$ cat config.mk
export PLATFORM = sky130hd
export DESIGN_NAME = ihm_fifo
export DESIGN_NICKNAME = d
export VERILOG_FILES = /design/src/rtl/ihm_pkg.sv /design/src/rtl/ihm_fifo.sv
export SDC_FILE = /design/constraint.sdc
export NUM_CORES = 1
export LEC_CHECK = 0
export ABC_AREA = 1
export BUFFER_PORTS_ARGS = -buffer_cell sky130_fd_sc_hd__buf_4
export CAP_MARGIN = 15
export CORE_UTILIZATION = 45
export CTS_CLUSTER_DIAMETER = 50
export CTS_CLUSTER_SIZE = 16
export DETAILED_ROUTE_END_ITERATION = 8
export HOLD_SLACK_MARGIN = 0.15
export PLACE_DENSITY_LB_ADDON = 0.3
export SLEW_MARGIN = 5
export SYNTH_ARGS = -nofsm -noshare
export SYNTH_HDL_FRONTEND = slang
export SYNTH_SLANG_ARGS = --single-unit
$ cat constraint.sdc
create_clock -name clk -period 1.6 [get_ports clk]
set_input_delay 0.16 -clock clk [delete_from_list [all_inputs] [get_ports clk]]
set_output_delay 0.16 -clock clk [all_outputs]
set_load 0.01 [all_outputs]
$ cat src/rtl/ihm_pkg.sv
`timescale 1ns / 1ps

package ihm_pkg;

  localparam int SAMPLE_BITS_DEF = 16;
  localparam int QUEUE_DEPTH_DEF = 4;
  localparam int NUM_SAMPLES     = 7;
  localparam int NUM_GRAV        = 3;
  localparam int CTL_BITS        = 5;
  localparam int CFG_IDX_W       = 3;
  localparam int CFG_DATA_W      = 32;
  localparam int M_TDATA_W       = 16;

  // opcodes
  localparam logic OP_INIT = 1'b0;
  localparam logic OP_POLL = 1'b1;

  // chip id check results
  localparam logic [1:0] ID_OK    = 2'd0;
  localparam logic [1:0] ID_BUS   = 2'd1;
  localparam logic [1:0] ID_WRONG = 2'd2;

  // device states
  localparam logic [1:0] ST_INIT  = 2'd0;
  localparam logic [1:0] ST_READY = 2'd1;
  localparam logic [1:0] ST_DISC  = 2'd2;
  localparam logic [1:0] ST_ERROR = 2'd3;

  // return status
  localparam logic [2:0] RS_OK        = 3'd0;
  localparam logic [2:0] RS_NOT_READY = 3'd1;
  localparam logic [2:0] RS_TIMEOUT   = 3'd2;
  localparam logic [2:0] RS_BAD_ID    = 3'd3;
  localparam logic [2:0] RS_HW_ERROR  = 3'd4;

  // error codes
  localparam logic [2:0] ER_NONE   = 3'd0;
  localparam logic [2:0] ER_COMM   = 3'd1;
  localparam logic [2:0] ER_BAD_ID = 3'd2;
  localparam logic [2:0] ER_MODE   = 3'd3;
  localparam logic [2:0] ER_SANITY = 3'd4;

  // register indexes
  localparam logic [CFG_IDX_W-1:0] REG_COMM_LIMIT   = 3'd0;
  localparam logic [CFG_IDX_W-1:0] REG_SANITY_LIMIT = 3'd1;
  localparam logic [CFG_IDX_W-1:0] REG_GRAV_MIN     = 3'd2;
  localparam logic [CFG_IDX_W-1:0] REG_GRAV_MAX     = 3'd3;
  localparam logic [CFG_IDX_W-1:0] REG_QUAT_MIN     = 3'd4;
  localparam logic [CFG_IDX_W-1:0] REG_QUAT_MAX     = 3'd5;

  // register reset values
  localparam logic [3:0]  RST_COMM_LIMIT   = 4'd3;
  localparam logic [7:0]  RST_SANITY_LIMIT = 8'd10;
  localparam logic [31:0] RST_GRAV_MIN     = 32'd374338;
  localparam logic [31:0] RST_GRAV_MAX     = 32'd1757293;
  localparam logic [31:0] RST_QUAT_MIN     = 32'd131533373;
  localparam logic [31:0] RST_QUAT_MAX     = 32'd453655921;

  localparam logic [3:0] COMM_CNT_MAX   = 4'hF;
  localparam logic [7:0] SANITY_CNT_MAX = 8'hFF;

  typedef struct packed {
    logic [3:0]  comm_fail_limit;
    logic [7:0]  sanity_fail_limit;
    logic [31:0] grav_min_sq;
    logic [31:0] grav_max_sq;
    logic [31:0] quat_min_sq;
    logic [31:0] quat_max_sq;
  } cfg_t;

  // classified word passed from front to back
  typedef struct packed {
    logic       opcode;
    logic [1:0] id_result;
    logic       config_mode_ok;
    logic       fusion_mode_ok;
    logic       read_ok;
    logic       win_fail;
  } item_t;

  typedef struct packed {
    logic [6:0] pad;
    logic       sample_bad;
    logic [2:0] error_code;
    logic [1:0] device_state_out;
    logic [2:0] return_status;
  } res_t;

endpackage

$ cat src/rtl/ihm_fifo.sv
`timescale 1ns / 1ps

module ihm_fifo #(
  parameter int WIDTH = 7,
  parameter int DEPTH = ihm_pkg::QUEUE_DEPTH_DEF
) (
  input  logic             clk,
  input  logic             rst,
  input  logic             wr_en,
  input  logic [WIDTH-1:0] wr_data,
  output logic             full,
  input  logic             rd_en,
  output logic [WIDTH-1:0] rd_data,
  output logic             empty
);

  localparam int PTR_W = (DEPTH > 1) ? $clog2(DEPTH) : 1;
  localparam int CNT_W = $clog2(DEPTH + 1);

  logic [WIDTH-1:0] mem [DEPTH];
  logic [PTR_W-1:0] wr_ptr;
  logic [PTR_W-1:0] rd_ptr;
  logic [CNT_W-1:0] count;

  assign full    = (count == CNT_W'(DEPTH));
  assign empty   = (count == '0);
  assign rd_data = mem[rd_ptr];

  always_ff @(posedge clk) begin
    if (wr_en) begin
      mem[wr_ptr] <= wr_data;
    end
  end

  always_ff @(posedge clk) begin
    if (rst) begin
      wr_ptr <= '0;
      rd_ptr <= '0;
      count  <= '0;
    end else begin
      if (wr_en) begin
        wr_ptr <= (wr_ptr == PTR_W'(DEPTH - 1)) ? '0 : wr_ptr + 1'b1;
      end
      if (rd_en) begin
        rd_ptr <= (rd_ptr == PTR_W'(DEPTH - 1)) ? '0 : rd_ptr + 1'b1;
      end
      if (wr_en && !rd_en) begin
        count <= count + 1'b1;
      end else if (rd_en && !wr_en) begin
        count <= count - 1'b1;
      end
    end
  end

endmodule

==> results.txt <==
final estimated routing congestion in global placement - 0.753
# Max-Cap Violations - 0
Mapped Area - 0.00150 mm²
crit path buf inv count - 2
layout cells sized above 1 - 0.204
slowest stage delay, CP - 420 ps
clock-pin slew on the worst setup and hold paths - 110 ps
HPWL after detailed placement - 1740 µm
Boundary Pins - 20
endpoint of the worst setup timing path - rd_data[4]
antenna cells - 0
minimum setup slack after placement - 168 ps
Peak VDD IR - 0.481 mV
aggregate global routing overflow - 0
Yosys reg bits - 37
ordered cell list for the critical path - buf_4 -> o21ai_1 -> o22ai_1 -> buf_4
critical path capture point type - primary output
outcome - finished, final reports clean
Max Clock Freq - 685 MHz
die footprint - 0.00357 mm²
Tcrit/Tclk final - 0.912
distinct cell type count after synthesis - 18
antenna violations before repair - 0
critical path fanouts, max - 9
total power of the final layout - 1.87 mW
count of endpoints failing hold in the final timing report - 0
Pwr Density - 1020 mW/mm²
Finish-stage setup viols - 0
Num Clock Sinks - 37
quantity of I/O buffers inserted on ports - 19
via total after detailed routing - 1005
total wirelength of the detailed-routed design - 2600 µm
height of the die - 59.8 µm
root buffer cell - sky130_fd_sc_hd__clkbuf_4
CTS tree - yes
number of antenna-violating nets in the routed design - 0
fraction of the core area covered by cells at the end of the flow - 0.594
category of the worst setup path launch point - flip-flop
part of the Yosys area used for sequential elements - 0.679
path type of the worst setup path - reg2out
critical hold path startpoint - wr_en
starting utilization of the core area - 0.484
Crit. path cell count - 4
H-Tree Level Count - 2
most repeated library cell on the critical path - sky130_fd_sc_hd__buf_4
cts bufs inserted - 5
Final Worst Setup Slack - 141 ps
Die Span X - 59.8 µm
residual DRC count - 0
accumulated negative setup slack - 0 ps
number of cells produced by synthesis - 126
detail-routed via count per cell - 4.88
final cell count without fillers - 206
total track usage - 0.170
Clock Latency Late Sink - 330 ps
Layout Nets - 179
Placed Instances - 188
slew at the pin with the worst max-slew slack - 345 ps
number of violations reported at the end of detailed-routing iteration 0 - 32
Static Leak - 0.753 nW
data arrival time at the worst-slack endpoint - 1300 ps
RSZ-0062 raised after global routing - false
min Tclk post-route - 1460 ps
Clock Path Buffers - 2
Syn-to-layout area delta - 22.7%
capturing point of the worst reg2reg path - count[2]$_SDFFE_PP0P_
Top delay family on crit path - flip-flops
via count of the first global-routing pass - 985
wire length of the first global-routing pass - 4260 µm
core box area - 0.00310 mm²
wire per inst - 12.6 µm
mean instance size in the synthesized netlist - 11.9 µm²
number of slew-limit violations in the final report - 0
relative slew slack - 0.770
Reg-to-Reg Start - count[0]$_SDFFE_PP0P_
pin count of the biggest net entering global routing - 15
clock skew after layout - 14.9 ps
Hold/Removal Path Class - in2reg
count of synthesis-stage warnings from yosys - 0
reg2reg path depth - 6
standard-cell row count - 20
data required time at the worst endpoint - 1440 ps
library cell contributing the largest single delay on the critical path - sky130_fd_sc_hd__dfxtp_4
count of TritonRoute iterations in the first routing pass - 4
post-synth net total - 144
Register-to-Register Setup Slack - 350 ps
power breakdown:
part / switching, mW / internal, mW
Clock: 0.289 / 0.167
Sequential: 0.0385 / 1.09
Combinational: 0.152 / 0.138
Total: 0.479 / 1.39
cell families (layout without fill, tap and decap cells):
group | after synthesis | in the layout | synth area share
xor gates and xnor gates | 1 | 1 | 0.00583
AOI/OAI and AO/OA | 27 | 27 | 0.101
adders and majority gates | 7 | 7 | 0.0633
buffers and inverters | 18 | 54 | 0.0549
and+or+nand+nor | 36 | 36 | 0.0958
DFF | 37 | 37 | 0.679
layout make-up:
cell class | instances | area (µm²)
multi-input combinational | 71 | 399
inverter | 16 | 62.6
clock inverter | 2 | 10.0
sequential | 37 | 1030
tap | 44 | 55.1
clock buffer | 6 | 41.3
timing repair buffer | 30 | 250
fill | 268 | 1260
cells in the mapped netlist, drive strengths merged:
| cell type | number | area (µm²) |
|---|---|---|
| edfxtp | 28 | 841 |
| inv | 16 | 60.1 |
| nor2 | 22 | 82.6 |
| o21ai | 17 | 92.6 |
| o22ai | 7 | 43.8 |
| nand2 | 8 | 30.0 |
| nor3 | 4 | 20.0 |
| fa | 1 | 20.0 |
| nand3 | 1 | 5.00 |
| a21oi | 3 | 15.0 |
| ha | 6 | 75.1 |
| xor2 | 1 | 8.76 |
| dfxtp | 9 | 180 |
| buf | 2 | 22.5 |
| nand4 | 1 | 6.26 |
metal layers:
metal	vias to the layer above	global-route usage	wire (µm)
li1	506	-	-
met1	465	0.206	1120
met2	27	0.276	1290
met3	7	0.0455	136
met4	0	0.0897	52
met5	-	0	0
how the worst min path moves through the flow:
stage	to	slack [ps]	depth (start not counted)
2_1_floorplan	count[0]$_SDFFE_PP0P_	230	1
3_3_place_gp	mem[3][1]$_DFFE_PP_	360	1
3_5_place_dp	mem[1][0]$_DFFE_PP_	360	1
4_1_cts	flip-flop	150	3
5_1_grt	wr_ptr[1]$_SDFFE_PP0P_	180	3
6_report	wr_ptr[1]$_SDFFE_PP0P_	160	3
state kept, by name (all words and copies together), names as in the netlist, named ones only:
name    flops
count       3
mem        28
rd_ptr      2
wr_ptr      2
metrics by stage:
| step | hold slack, ps | instance area (µm²) |
|---|---|---|
| after floorplan | 232 | 1500 |
| after global placement | 360 | 1690 |
| after detailed placement | 364 | 1690 |
| after CTS | 152 | 1830 |
| after global routing | 180 | 1840 |
| final | 162 | 1840 |
layout by cell type (no fill, tap or decap), types with 4 or more instances in the layout:
cell type,netlist,routed
sky130_fd_sc_hd__o22ai_1,7,7
sky130_fd_sc_hd__nor2_1,22,22
sky130_fd_sc_hd__nor3_1,4,4
sky130_fd_sc_hd__o21ai_0,11,11
sky130_fd_sc_hd__o21ai_1,4,4
sky130_fd_sc_hd__buf_4,0,20
sky130_fd_sc_hd__clkbuf_4,0,5
sky130_fd_sc_hd__edfxtp_1,28,28
sky130_fd_sc_hd__dfxtp_1,9,7
sky130_fd_sc_hd__nand2_1,8,8
sky130_fd_sc_hd__ha_1,6,6
sky130_fd_sc_hd__dlygate4sd3_1,0,10
sky130_fd_sc_hd__inv_1,15,14
timing repair:
item	CTS	global route
cloned	0	0
setup endpoints to repair	7	4
hold buffers	9	1
buffers inserted	0	0
hold endpoints to repair	34	2
resized for setup	2	4
worst reg2reg max path, cell delays in order (launching register included):
cell                      delay, ps
sky130_fd_sc_hd__dfxtp_1        370
sky130_fd_sc_hd__fa_1           450
sky130_fd_sc_hd__nand2_1        110
sky130_fd_sc_hd__nand3_1         80
sky130_fd_sc_hd__nand2_1         60
sky130_fd_sc_hd__inv_1           40
sky130_fd_sc_hd__nor2_1          90
No activity file was read; power rests on OpenSTA's default activity.
