### src/rtl/ihm_pkg.sv
`timescale 1ns / 1ps

package ihm_pkg;

  localparam int SAMPLE_BITS_DEF = 16;
  localparam int QUEUE_DEPTH_DEF = 4;
  localparam int NUM_SAMPLES     = 7;
  localparam int NUM_GRAV        = 3;
  localparam int CTL_BITS        = 5;
  localparam int CFG_IDX_W       = 3;
  localparam int CFG_DATA_W      = 32;
  localparam int M_TDATA_W       = 16;

  // opcodes
  localparam logic OP_INIT = 1'b0;
  localparam logic OP_POLL = 1'b1;

  // chip id check results
  localparam logic [1:0] ID_OK    = 2'd0;
  localparam logic [1:0] ID_BUS   = 2'd1;
  localparam logic [1:0] ID_WRONG = 2'd2;

  // device states
  localparam logic [1:0] ST_INIT  = 2'd0;
  localparam logic [1:0] ST_READY = 2'd1;
  localparam logic [1:0] ST_DISC  = 2'd2;
  localparam logic [1:0] ST_ERROR = 2'd3;

  // return status
  localparam logic [2:0] RS_OK        = 3'd0;
  localparam logic [2:0] RS_NOT_READY = 3'd1;
  localparam logic [2:0] RS_TIMEOUT   = 3'd2;
  localparam logic [2:0] RS_BAD_ID    = 3'd3;
  localparam logic [2:0] RS_HW_ERROR  = 3'd4;

  // error codes
  localparam logic [2:0] ER_NONE   = 3'd0;
  localparam logic [2:0] ER_COMM   = 3'd1;
  localparam logic [2:0] ER_BAD_ID = 3'd2;
  localparam logic [2:0] ER_MODE   = 3'd3;
  localparam logic [2:0] ER_SANITY = 3'd4;

  // register indexes
  localparam logic [CFG_IDX_W-1:0] REG_COMM_LIMIT   = 3'd0;
  localparam logic [CFG_IDX_W-1:0] REG_SANITY_LIMIT = 3'd1;
  localparam logic [CFG_IDX_W-1:0] REG_GRAV_MIN     = 3'd2;
  localparam logic [CFG_IDX_W-1:0] REG_GRAV_MAX     = 3'd3;
  localparam logic [CFG_IDX_W-1:0] REG_QUAT_MIN     = 3'd4;
  localparam logic [CFG_IDX_W-1:0] REG_QUAT_MAX     = 3'd5;

  // register reset values
  localparam logic [3:0]  RST_COMM_LIMIT   = 4'd3;
  localparam logic [7:0]  RST_SANITY_LIMIT = 8'd10;
  localparam logic [31:0] RST_GRAV_MIN     = 32'd374338;
  localparam logic [31:0] RST_GRAV_MAX     = 32'd1757293;
  localparam logic [31:0] RST_QUAT_MIN     = 32'd131533373;
  localparam logic [31:0] RST_QUAT_MAX     = 32'd453655921;

  localparam logic [3:0] COMM_CNT_MAX   = 4'hF;
  localparam logic [7:0] SANITY_CNT_MAX = 8'hFF;

  typedef struct packed {
    logic [3:0]  comm_fail_limit;
    logic [7:0]  sanity_fail_limit;
    logic [31:0] grav_min_sq;
    logic [31:0] grav_max_sq;
    logic [31:0] quat_min_sq;
    logic [31:0] quat_max_sq;
  } cfg_t;

  // classified word passed from front to back
  typedef struct packed {
    logic       opcode;
    logic [1:0] id_result;
    logic       config_mode_ok;
    logic       fusion_mode_ok;
    logic       read_ok;
    logic       win_fail;
  } item_t;

  typedef struct packed {
    logic [6:0] pad;
    logic       sample_bad;
    logic [2:0] error_code;
    logic [1:0] device_state_out;
    logic [2:0] return_status;
  } res_t;

endpackage

### src/rtl/ihm_front.sv
`timescale 1ns / 1ps

module ihm_front #(
  parameter int SAMPLE_BITS = ihm_pkg::SAMPLE_BITS_DEF,
  parameter int S_TDATA_W   = 120
) (
  input  logic                 clk,
  input  logic                 rst,
  input  ihm_pkg::cfg_t        cfg,
  input  logic                 s_tvalid,
  output logic                 s_tready,
  input  logic [S_TDATA_W-1:0] s_tdata,
  input  logic                 s_tuser,
  output logic                 push,
  output ihm_pkg::item_t       push_item,
  input  logic                 full
);
  import ihm_pkg::*;

  localparam int SQ_W  = 2 * SAMPLE_BITS;
  localparam int SUM_W = (SQ_W + 2 > 33) ? SQ_W + 2 : 33;

  logic signed [SAMPLE_BITS-1:0] smp  [NUM_SAMPLES];
  logic signed [SQ_W-1:0]        prod [NUM_SAMPLES];
  logic        [SQ_W-1:0]        sq   [NUM_SAMPLES];
  logic                          s1_valid;
  logic                          s1_opcode;
  logic [1:0]                    s1_id;
  logic                          s1_cfg_ok;
  logic                          s1_fus_ok;
  logic                          s1_rd_ok;
  logic [SUM_W-1:0]              gsum;
  logic [SUM_W-1:0]              qsum;

  always_comb begin
    for (int k = 0; k < NUM_SAMPLES; k++) begin
      smp[k]  = s_tdata[CTL_BITS + k*SAMPLE_BITS +: SAMPLE_BITS];
      prod[k] = SQ_W'(smp[k]) * SQ_W'(smp[k]);
    end
  end

  assign s_tready = !s1_valid || !full;

  always_ff @(posedge clk) begin
    if (rst) begin
      s1_valid <= 1'b0;
    end else if (s_tready) begin
      s1_valid <= s_tvalid;
    end
  end

  // squares registered, sums and window compare after
  always_ff @(posedge clk) begin
    if (s_tvalid && s_tready) begin
      s1_opcode <= s_tuser;
      s1_id     <= s_tdata[1:0];
      s1_cfg_ok <= s_tdata[2];
      s1_fus_ok <= s_tdata[3];
      s1_rd_ok  <= s_tdata[4];
      for (int k = 0; k < NUM_SAMPLES; k++) begin
        sq[k] <= prod[k];
      end
    end
  end

  always_comb begin
    gsum = '0;
    qsum = '0;
    for (int k = 0; k < NUM_GRAV; k++) begin
      gsum = gsum + SUM_W'(sq[k]);
    end
    for (int k = NUM_GRAV; k < NUM_SAMPLES; k++) begin
      qsum = qsum + SUM_W'(sq[k]);
    end
  end

  assign push                     = s1_valid && !full;
  assign push_item.opcode         = s1_opcode;
  assign push_item.id_result      = s1_id;
  assign push_item.config_mode_ok = s1_cfg_ok;
  assign push_item.fusion_mode_ok = s1_fus_ok;
  assign push_item.read_ok        = s1_rd_ok;
  assign push_item.win_fail       = (gsum < SUM_W'(cfg.grav_min_sq)) ||
                                    (gsum > SUM_W'(cfg.grav_max_sq)) ||
                                    (qsum < SUM_W'(cfg.quat_min_sq)) ||
                                    (qsum > SUM_W'(cfg.quat_max_sq));

endmodule

### config.mk
export PLATFORM = sky130hd
export DESIGN_NAME = ihm_front
export DESIGN_NICKNAME = d
export VERILOG_FILES = /design/src/rtl/ihm_pkg.sv /design/src/rtl/ihm_front.sv
export SDC_FILE = /design/constraint.sdc
export NUM_CORES = 2
export LEC_CHECK = 0
export BUFFER_PORTS_ARGS = -buffer_cell sky130_fd_sc_hd__buf_2
export CORE_ASPECT_RATIO = 1.75
export CORE_MARGIN = 1
export CORE_UTILIZATION = 35
export DETAILED_ROUTE_END_ITERATION = 12
export PLACE_DENSITY = 0.6
export SETUP_SLACK_MARGIN = 0.3
export SYNTH_ARGS = -nofsm -noshare
export SYNTH_HDL_FRONTEND = slang
export SYNTH_SLANG_ARGS = --single-unit
### constraint.sdc
create_clock -name clk -period 9.4 [get_ports clk]
set_input_delay 1.41 -clock clk [delete_from_list [all_inputs] [get_ports clk]]
set_output_delay 1.41 -clock clk [all_outputs]
set_load 0.03 [all_outputs]
==> results.ini <==
[synth]
ys_seq_area_share_pct = 8.619
synth-compound-area-share_pct = 6.671
synth_edf_count = 223
ys_types = 93
synth_top_area_share_pct = 45.55
yosys.area_share.simple_pct = 9.532
yosys.area.top_type = fa_1
synth-adder-area-share_pct = 58.07
syn-instance-count = 8210
synthMuxAreaShare_pct = 0.1959
ys_seq_elements = 224
synth_top_family_by_area = adder cells
ys.flop_type = edfxtp_1
async_flop_share_pct = 0
synth-xor-area-share_pct = 3.462
yosys_warnings = 0
syn_area_sq_um = 77930
synth_area_leaders = fa_1 (46%), inv_1 (13%), ha_1 (13%), edfxtp_1 (8.6%), nand2_1 (2.8%)
avgSynthCellArea_sq_um = 9.492

[critical_path]
critPathLaunchType = register
worstPathMaxFanout = 5
worst_path_max_delay_cell = nor3_1
ff2ff_path_depth = 4
worst-r2r-setup-slack_ns = 6.55
crit-reg2reg-launch = s1_valid
end_kind = output port
worstPathArrival_ns = 7.20
path_delay_family = simple AND/OR/NAND/NOR gates
startpoint = sq[5][9]
worstPathCellList = inv_1 > fa_1 > fa_1 > inv_1 > ha_1 > nand3_1 > nor3_1 > a21boi_2 > o31ai_2 > o311ai_0 > a31oi_1 > xnor2_1 > ha_1 > nand4_1 > nor3_1 > nand3_1 > a211oi_1 > nand4_1 > a211oi_1 > o2111a_1 > nand4_1 > buf_2
r2r_end = sq[2][15]
crit_path_end = push_item[0]
cpMostUsedCell = nand4_1
cp.buffers_inverters = 3
cp.required_ns = 7.99
path_depth = 22
max_stage_delay_ns = 0.90
critical_path_class = reg2out

[finish]
fin_util_pct = 37.75
drive_gt1_share_pct = 4.610
syn_to_final_growth_pct = 6.954
fin_nets = 11170
final_common_cell = inv_1
final_cell_mix = inv_1 (2,618), fa_1 (1,773), ha_1 (780), nand2_1 (590), and2_1 (326)

[global_route]
gr-total-overflow = 0
grt_pass1_wl_um = 327300
antenna_found_initial = 36
grt_usage_pct = 18.86
grt_pass1_vias = 61820
grt_max_degree = 68

[worst_hold_path]
hp-class = reg2reg

[placed_design]
dp_worst_setup_slack_ns = 1.098
gp_congestion = 0.9269
hpwl_um = 182200
io_buffer_count = 258

[sta]
worst_slew_pin_slew_ns = 1.147
maxSlewViolCount = 0
setup_tns_ns = 0
worst_slack_ns = 0.7897
final_hold_viol_count = 0
setup_violations = 0
max_slew_margin_pct = 22.98
hold_ws_ns = 0.5061
rsz0062_at_grt = false
min_period_ns = 8.610
fmax_ghz = 0.1161
period_share_pct = 91.60
fin_skew_ns = 0.02675

[floorplanning]
row_count = 228
coreArea_sq_um = 220800
die_x_um = 358.7
die_area_sq_um = 224600
num_io_pins = 274
die_h_um = 626.2
initial_core_util_pct = 35.29

[route]
routed_via_density = 4.767
route.detailed.drc = 0
wl_per_cell_um = 18.31
ant_nets = 0
first_pass_iters = 5
drtIter0Drc = 2252
totalWireLength_um = 206300
route.vias.total = 53700

[clock_tree]
path_clk_slew_ns = 0.06
clk_latency_ns = 0.60
clockBufferDepth = 3
cts_buffers = 30
cts_tree = done
hold_buffers = 0
cts_root_buf = clkbuf_16
clock_sinks = 224
htreeDepth = 1
postCtsSetupRepairBufs = 0
cts_resized = 0

[flow_run]
max_cap_viol_count = 0

[run_status]
status = finished clean

-- layer usage --
layer / share of wire [%] / GRT usage, % / wire [um]
met5: 0.026 / 0 / 54
met4: 6.6 / 10.36 / 13560
met3: 3.7 / 1.818 / 7693
met2: 57 / 37.79 / 117700
met1: 33 / 18.38 / 67300
-- worst min path at each step --
stage / startpoint / endpoint / depth (start not counted) / slack [ns]
2_1_floorplan: s1_valid / s1_valid / 2 / 0.47
3_3_place_gp: s1_valid / s1_valid / 2 / 0.48
3_5_place_dp: s1_valid / s1_valid / 2 / 0.50
4_1_cts: s1_valid / s1_valid / 2 / 0.51
5_1_grt: s1_valid / s1_valid / 2 / 0.55
6_report: s1_valid / s1_valid / 2 / 0.51
-- worst register-to-register path, cell delays in order, from the launching register on --
cell and delay (ns):
dfxtp_1 0.32, nand2_1 0.07, and2_4 0.66, buf_4 0.71, buf_4 0.66
-- sequential cells by signal, summed over array words and instances, names as in the netlist --
name	count
s1_valid	1
s1_opcode	1
s1_rd_ok	1
s1_fus_ok	1
sq	217
s1_id	2
s1_cfg_ok	1
-- synth_stat cells, types with 26 or more instances --
master       n
a21o_1     157
and3_1      32
a211oi_1    30
o21a_1      26
nand2_1    590
nand3_1     64
fa_1      1773
xnor2_1    249
nor2_1     283
nor2b_1     28
a21oi_1    230
nor3_1      67
clkbuf_1   154
nand2b_1    52
and2_1     327
edfxtp_1   223
o21ai_0    106
inv_1     2618
xor2_1      59
o21bai_1    50
nand4_1     33
ha_1       780
-- area by class of cell --
type	count	area, sq um
Antenna cell	16	40.04
Sequential cell	224	6716
Tap cell	2875	3597
Multi-Input combinational cell	5206	60760
Clock buffer	31	754.5
Timing Repair Buffer	273	1404
Fill cell	22250	137500
Clock inverter	22	251.5
Inverter	2618	9827
-- cell families after synthesis --
group,after synthesis
AO/OA/AOI/OAI,776
flip-flops,224
multiplexers,14
buffers and inverters,2783
adder cells (fa/ha/maj),2553
XOR/XNOR,308
other,2
AND/OR/NAND/NOR,1550
-- metrics by stage --
step / std cells / cell area (sq um)
after detailed placement: 11200 / 82300
after CTS: 11250 / 83310
after global placement: 11200 / 82300
final: 11270 / 83350
after global routing: 11260 / 83330
after floorplan: 8213 / 77940
Power is left out: the tool's default activity adds up to more than one toggle a clock period on the data nets, which glitch-free logic cannot reach.
