$ cat config.mk
export PLATFORM = sky130hd
export DESIGN_NAME = ihm_back
export DESIGN_NICKNAME = d
export VERILOG_FILES = /design/src/rtl/ihm_pkg.sv /design/src/rtl/ihm_back.sv
export SDC_FILE = /design/constraint.sdc
export NUM_CORES = 1
export LEC_CHECK = 0
export ABC_CLOCK_PERIOD_IN_PS = 3900
export BUFFER_PORTS_ARGS = -buffer_cell sky130_fd_sc_hd__buf_2
export CAP_MARGIN = 15
export CELL_PAD_IN_SITES_DETAIL_PLACEMENT = 1
export CELL_PAD_IN_SITES_GLOBAL_PLACEMENT = 1
export CORE_MARGIN = 3
export CORE_UTILIZATION = 25
export DETAILED_ROUTE_END_ITERATION = 10
export PLACE_DENSITY_LB_ADDON = 0.1
export REMOVE_ABC_BUFFERS = 1
export SETUP_SLACK_MARGIN = 0.02
export SLEW_MARGIN = 0
export SYNTH_ARGS = -nofsm -noshare
export SYNTH_HDL_FRONTEND = slang
export SYNTH_SLANG_ARGS = --single-unit
$ cat constraint.sdc
create_clock -name clk -period 3.9 [get_ports clk]
set_clock_uncertainty 0.1 [all_clocks]
set_input_delay 1.17 -clock clk [delete_from_list [all_inputs] [get_ports clk]]
set_output_delay 1.17 -clock clk [all_outputs]
set_load 0.03 [all_outputs]
$ cat src/rtl/ihm_pkg.sv
`timescale 1ns / 1ps

package ihm_pkg;

  localparam int SAMPLE_BITS_DEF = 16;
  localparam int QUEUE_DEPTH_DEF = 4;
  localparam int NUM_SAMPLES     = 7;
  localparam int NUM_GRAV        = 3;
  localparam int CTL_BITS        = 5;
  localparam int CFG_IDX_W       = 3;
  localparam int CFG_DATA_W      = 32;
  localparam int M_TDATA_W       = 16;

  // opcodes
  localparam logic OP_INIT = 1'b0;
  localparam logic OP_POLL = 1'b1;

  // chip id check results
  localparam logic [1:0] ID_OK    = 2'd0;
  localparam logic [1:0] ID_BUS   = 2'd1;
  localparam logic [1:0] ID_WRONG = 2'd2;

  // device states
  localparam logic [1:0] ST_INIT  = 2'd0;
  localparam logic [1:0] ST_READY = 2'd1;
  localparam logic [1:0] ST_DISC  = 2'd2;
  localparam logic [1:0] ST_ERROR = 2'd3;

  // return status
  localparam logic [2:0] RS_OK        = 3'd0;
  localparam logic [2:0] RS_NOT_READY = 3'd1;
  localparam logic [2:0] RS_TIMEOUT   = 3'd2;
  localparam logic [2:0] RS_BAD_ID    = 3'd3;
  localparam logic [2:0] RS_HW_ERROR  = 3'd4;

  // error codes
  localparam logic [2:0] ER_NONE   = 3'd0;
  localparam logic [2:0] ER_COMM   = 3'd1;
  localparam logic [2:0] ER_BAD_ID = 3'd2;
  localparam logic [2:0] ER_MODE   = 3'd3;
  localparam logic [2:0] ER_SANITY = 3'd4;

  // register indexes
  localparam logic [CFG_IDX_W-1:0] REG_COMM_LIMIT   = 3'd0;
  localparam logic [CFG_IDX_W-1:0] REG_SANITY_LIMIT = 3'd1;
  localparam logic [CFG_IDX_W-1:0] REG_GRAV_MIN     = 3'd2;
  localparam logic [CFG_IDX_W-1:0] REG_GRAV_MAX     = 3'd3;
  localparam logic [CFG_IDX_W-1:0] REG_QUAT_MIN     = 3'd4;
  localparam logic [CFG_IDX_W-1:0] REG_QUAT_MAX     = 3'd5;

  // register reset values
  localparam logic [3:0]  RST_COMM_LIMIT   = 4'd3;
  localparam logic [7:0]  RST_SANITY_LIMIT = 8'd10;
  localparam logic [31:0] RST_GRAV_MIN     = 32'd374338;
  localparam logic [31:0] RST_GRAV_MAX     = 32'd1757293;
  localparam logic [31:0] RST_QUAT_MIN     = 32'd131533373;
  localparam logic [31:0] RST_QUAT_MAX     = 32'd453655921;

  localparam logic [3:0] COMM_CNT_MAX   = 4'hF;
  localparam logic [7:0] SANITY_CNT_MAX = 8'hFF;

  typedef struct packed {
    logic [3:0]  comm_fail_limit;
    logic [7:0]  sanity_fail_limit;
    logic [31:0] grav_min_sq;
    logic [31:0] grav_max_sq;
    logic [31:0] quat_min_sq;
    logic [31:0] quat_max_sq;
  } cfg_t;

  // classified word passed from front to back
  typedef struct packed {
    logic       opcode;
    logic [1:0] id_result;
    logic       config_mode_ok;
    logic       fusion_mode_ok;
    logic       read_ok;
    logic       win_fail;
  } item_t;

  typedef struct packed {
    logic [6:0] pad;
    logic       sample_bad;
    logic [2:0] error_code;
    logic [1:0] device_state_out;
    logic [2:0] return_status;
  } res_t;

endpackage

$ cat src/rtl/ihm_back.sv
`timescale 1ns / 1ps

module ihm_back (
  input  logic                              clk,
  input  logic                              rst,
  input  ihm_pkg::cfg_t                     cfg,
  input  logic                              empty,
  input  ihm_pkg::item_t                    item,
  output logic                              pop,
  output logic                              m_tvalid,
  input  logic                              m_tready,
  output logic [ihm_pkg::M_TDATA_W-1:0]     m_tdata
);
  import ihm_pkg::*;

  logic [1:0] dev_state;
  logic [1:0] dev_state_next;
  logic [2:0] err;
  logic [2:0] err_next;
  logic [3:0] comm_cnt;
  logic [3:0] comm_cnt_next;
  logic [7:0] san_cnt;
  logic [7:0] san_cnt_next;
  logic [3:0] comm_base;
  logic [3:0] comm_inc;
  logic [7:0] san_inc;
  res_t       res;
  res_t       res_next;

  assign pop = !empty && (!m_tvalid || m_tready);

  // bad id check keeps the count, good id check clears it before the read
  assign comm_base = (item.id_result != ID_OK) ? comm_cnt : 4'd0;
  assign comm_inc  = (comm_base == COMM_CNT_MAX) ? comm_base : comm_base + 4'd1;
  assign san_inc   = (san_cnt == SANITY_CNT_MAX) ? san_cnt : san_cnt + 8'd1;

  always_comb begin
    dev_state_next = dev_state;
    err_next       = err;
    comm_cnt_next  = comm_cnt;
    san_cnt_next   = san_cnt;
    res_next       = '0;
    res_next.return_status = RS_OK;
    if (item.opcode == OP_INIT) begin
      comm_cnt_next = 4'd0;
      san_cnt_next  = 8'd0;
      case (item.id_result)
        ID_OK: begin
          if (item.config_mode_ok && item.fusion_mode_ok) begin
            dev_state_next         = ST_READY;
            err_next               = ER_NONE;
            res_next.return_status = RS_OK;
          end else begin
            dev_state_next         = ST_INIT;
            err_next               = ER_MODE;
            res_next.return_status = RS_HW_ERROR;
          end
        end
        ID_WRONG: begin
          dev_state_next         = ST_ERROR;
          err_next               = ER_BAD_ID;
          res_next.return_status = RS_BAD_ID;
        end
        default: begin
          dev_state_next         = ST_DISC;
          err_next               = ER_COMM;
          res_next.return_status = RS_TIMEOUT;
        end
      endcase
    end else if (dev_state != ST_READY) begin
      res_next.return_status = RS_NOT_READY;
    end else if ((item.id_result != ID_OK) || !item.read_ok) begin
      if (comm_inc >= cfg.comm_fail_limit) begin
        dev_state_next         = ST_DISC;
        comm_cnt_next          = 4'd0;
        err_next               = ER_COMM;
        res_next.return_status = RS_TIMEOUT;
      end else begin
        comm_cnt_next = comm_inc;
      end
    end else begin
      comm_cnt_next = 4'd0;
      if (item.win_fail) begin
        res_next.sample_bad = 1'b1;
        if (san_inc >= cfg.sanity_fail_limit) begin
          dev_state_next         = ST_ERROR;
          san_cnt_next           = 8'd0;
          err_next               = ER_SANITY;
          res_next.return_status = RS_HW_ERROR;
        end else begin
          san_cnt_next = san_inc;
        end
      end else begin
        san_cnt_next = 8'd0;
      end
    end
    res_next.device_state_out = dev_state_next;
    res_next.error_code       = err_next;
  end

  always_ff @(posedge clk) begin
    if (rst) begin
      dev_state <= ST_INIT;
      err       <= ER_NONE;
      comm_cnt  <= 4'd0;
      san_cnt   <= 8'd0;
      m_tvalid  <= 1'b0;
    end else begin
      if (pop) begin
        dev_state <= dev_state_next;
        err       <= err_next;
        comm_cnt  <= comm_cnt_next;
        san_cnt   <= san_cnt_next;
        m_tvalid  <= 1'b1;
      end else if (m_tready) begin
        m_tvalid  <= 1'b0;
      end
    end
  end

  always_ff @(posedge clk) begin
    if (pop) begin
      res <= res_next;
    end
  end

  assign m_tdata = res;

endmodule

==> results.toml <==
[critical_path]
worstReg2RegStart = "san_cnt[0]$_SDFFE_PP0P_"
worstSetupPathType = "input port to flip-flop"
crit_end = "comm_cnt[3]$_SDFFE_PP0P_"
startpoint = "item[5]"
path_common_cell = "ha_1"
r2r_slack_ns = 0.68
rr_endpoint = "m_tdata[4]$_DFFE_PP_"
max_stage_delay_ns = 0.46
cp.arrival_ns = 3.78
cp.required_ns = 4.02
worstPathCellList = "buf_2 > or2_2 > and2_1 > ha_1 > buf_4 > and4b_1 > nor2_1 > ha_1 > o21ai_0 > nor2b_1 > o2111ai_2 > or4_1 > a21oi_1"
worstRegToRegCells = 10
cp-start-kind = "input port"
slowest_stage = "or4_1"
endpoint_kind = "flip-flop"
cp_max_fo = 3

[timing]
finalHoldViolCount = 0
worst_slew_pin_slew_ns = 0.618
grt_setup_unrepaired = "false"
setup_tns_ns = 0
fin_crit_ns = 3.65
setup_viol = 0
slew_headroom_pct = 58.8
min_period_over_period_pct = 93.7
max_freq_ghz = 0.274
drv_slew = 0

[yosys]
ys.flop_type = "dfxtp_1"
ys_top_cells_by_area = "dfxtp_1, edfxtp_1, ha_1"
yosys.cell_types.count = 54
syn_area_sq_mm = 0.00193
yosysWarnings = 0
seq_area_frac_synth_pct = 32.7
async_flop_share_pct = 0
synth_top_area_share_pct = 18.7
syn_inst = 232
syn_area_per_cell_sq_um = 8.32
synth_top_area_cell = "dfxtp_1"
synth-edff-count = 9
synth-seq-cells = 27

[cells_and_area]
layout_commonest_cell = "buf_2"
post-route-util_pct = 31.9
antenna_cells = 0
fillers = 892
layout.nets = 446
final_cell_mix = "buf_2, nand2_1, dfxtp_1, buf_4"
finalInstanceArea_sq_mm = 0.00235
drive_gt1_share_pct = 23.2
syn_to_final_growth_pct = 21.7

[floorplanning]
dieArea_sq_mm = 0.00881
die_w_microns = 93.9
fp.coreArea_sq_mm = 0.00737
io_pins = 169
initial_utilization_pct = 26.2
dieHeight_microns = 93.9
rows = 31

[hold_path]
hold_class = "flip-flop to flip-flop"

[cts]
clock-sinks = 27
insertion_delay_ns = 0.28
clockBufferDepth = 2
cts_hold_buf = 0
cts_tree = "yes"
cts_buffers = 3
cts_resized = 0
cts-htree-levels = 1
cts_setup_buffers = 0
cts_root_buf = "clkbuf_8"
clkTransAtPathRegs_ns = 0.10

[place]
numPortBuffers = 33
hpwl_microns = 4150
place_area_sq_mm = 0.00230
place_congestion = 0.744

[route]
dr.pass1.iters = 4
antenna_left = 0
dr.first_iter.drc_count = 55
drc_errors = 0
vias = 1815
wl_microns = 5340
via_per_inst = 4.79
wire_per_inst_microns = 14.1

[global_routing]
antenna_found_initial = 0
gr-total-overflow = 0
grt_max_degree = 25
track_usage_pct = 12.6
grt_pass1_wl_microns = 8810
grt_pass1_vias = 1817

[power_and_ir_drop]
switching_share_pct = 30.2
vdd_drop_max_mv = 0.0851
pwr-share-comb_pct = 20.5
p_per_area_mw_per_mm2 = 255
cellLeakagePower_uw = 0.000995
seqPwrFrac_pct = 51.1
clkPwrFrac_pct = 28.4
switchingPower_uw = 181
p_int_uw = 418

[flow_run]
maxCapViolCount = 0

[status]
outcome = "finished, final reports clean"
## cell type report
| cell class | instances | area, sq um | share of cell area [%] |
|---|---|---|---|
| Clock buffer | 3 | 41.3 | 1.76 |
| Clock inverter | 1 | 7.51 | 0.320 |
| Inverter | 17 | 63.8 | 2.72 |
| Multi-Input combinational cell | 181 | 1180 | 50.3 |
| Sequential cell | 27 | 631 | 26.9 |
| Tap cell | 99 | 124 | 5.27 |
| Timing Repair Buffer | 51 | 300 | 12.8 |
## sequential cells by signal, indices dropped and copies added, names as in the netlist
register   count
dev_state      2
m_tvalid       1
m_tdata        9
san_cnt        8
comm_cnt       4
err            3
## power by group through the flow
stage | Combinational, uW | Sequential, uW | Clock (uW)
finish | 123 | 306 | 170
global placement | 123 | 313 | 0
CTS | 124 | 306 | 182
floorplan | 56.2 | 326 | 0
global route | 137 | 308 | 191
detailed placement | 123 | 313 | 0
## kinds of logic (layout without fill, tap and decap cells)
group | after synthesis | count (layout) | synth area share (%)
other | 1 | 7 | 0.194
buffers and inverters | 30 | 72 | 7.26
muxes | 4 | 4 | 2.20
DFF | 27 | 27 | 32.7
adders and majority gates | 14 | 14 | 9.08
AOI/OAI and AO/OA | 63 | 63 | 22.8
and+or+nand+nor | 91 | 91 | 24.9
xor gates and xnor gates | 2 | 2 | 0.908
## worst max-delay path: cells and delay by family
family                     cells  cell delay (ns)
buffers and inverters          2             0.24
and+or+nand+nor                6             1.41
adders and majority gates      2             0.44
AOI/OAI and AO/OA              3             0.52
## synthesized netlist by cell type, types with 2 or more instances
cell type	count
nor2b_1	6
dfxtp_1	18
mux2i_1	2
o21a_1	4
and2_1	4
nor3_1	5
ha_1	14
o22ai_1	3
nand4_1	3
nand3_1	11
and3_1	5
edfxtp_1	9
o221ai_1	2
a31oi_1	6
mux2_2	2
inv_1	17
a32o_1	3
nand2_1	25
nor2_1	15
a21oi_1	17
clkbuf_1	5
o21ai_0	12
nand2b_1	7
buf_4	7
## routing by layer
layer  part of all wire, %  GRT usage [%]  vias up
met5                     0              0        -
met4                   1.2           3.49        0
met3                   3.0           2.00        7
met2                    45           20.6       30
met1                    50           17.0      850
li1                      -              -      928
## through the flow
stage          worst slack (ns)  instances  hold slack (ns)  total power, uW
2_1_floorplan             0.344        225            0.347              383
3_5_place_dp             -0.136        375            0.372              436
6_report                  0.247        379            0.387              599
3_3_place_gp            -0.0853        375            0.372              436
5_1_grt                  0.0260        379            0.416              636
4_1_cts                   0.168        379            0.389              613
## worst min-delay path by stage
stage | cells past startpoint | end | slack (ns) | startpoint
finish | 2 | err[2]$_SDFFE_PP0P_ | 0.39 | err[2]$_SDFFE_PP0P_
global route | 2 | err[2]$_SDFFE_PP0P_ | 0.42 | err[2]$_SDFFE_PP0P_
CTS | 2 | err[2]$_SDFFE_PP0P_ | 0.39 | err[2]$_SDFFE_PP0P_
detailed placement | 2 | err[2]$_SDFFE_PP0P_ | 0.37 | err[2]$_SDFFE_PP0P_
global placement | 2 | err[2]$_SDFFE_PP0P_ | 0.37 | err[2]$_SDFFE_PP0P_
floorplan | 2 | err[2]$_SDFFE_PP0P_ | 0.35 | err[2]$_SDFFE_PP0P_
No activity file was read; power rests on OpenSTA's default activity.
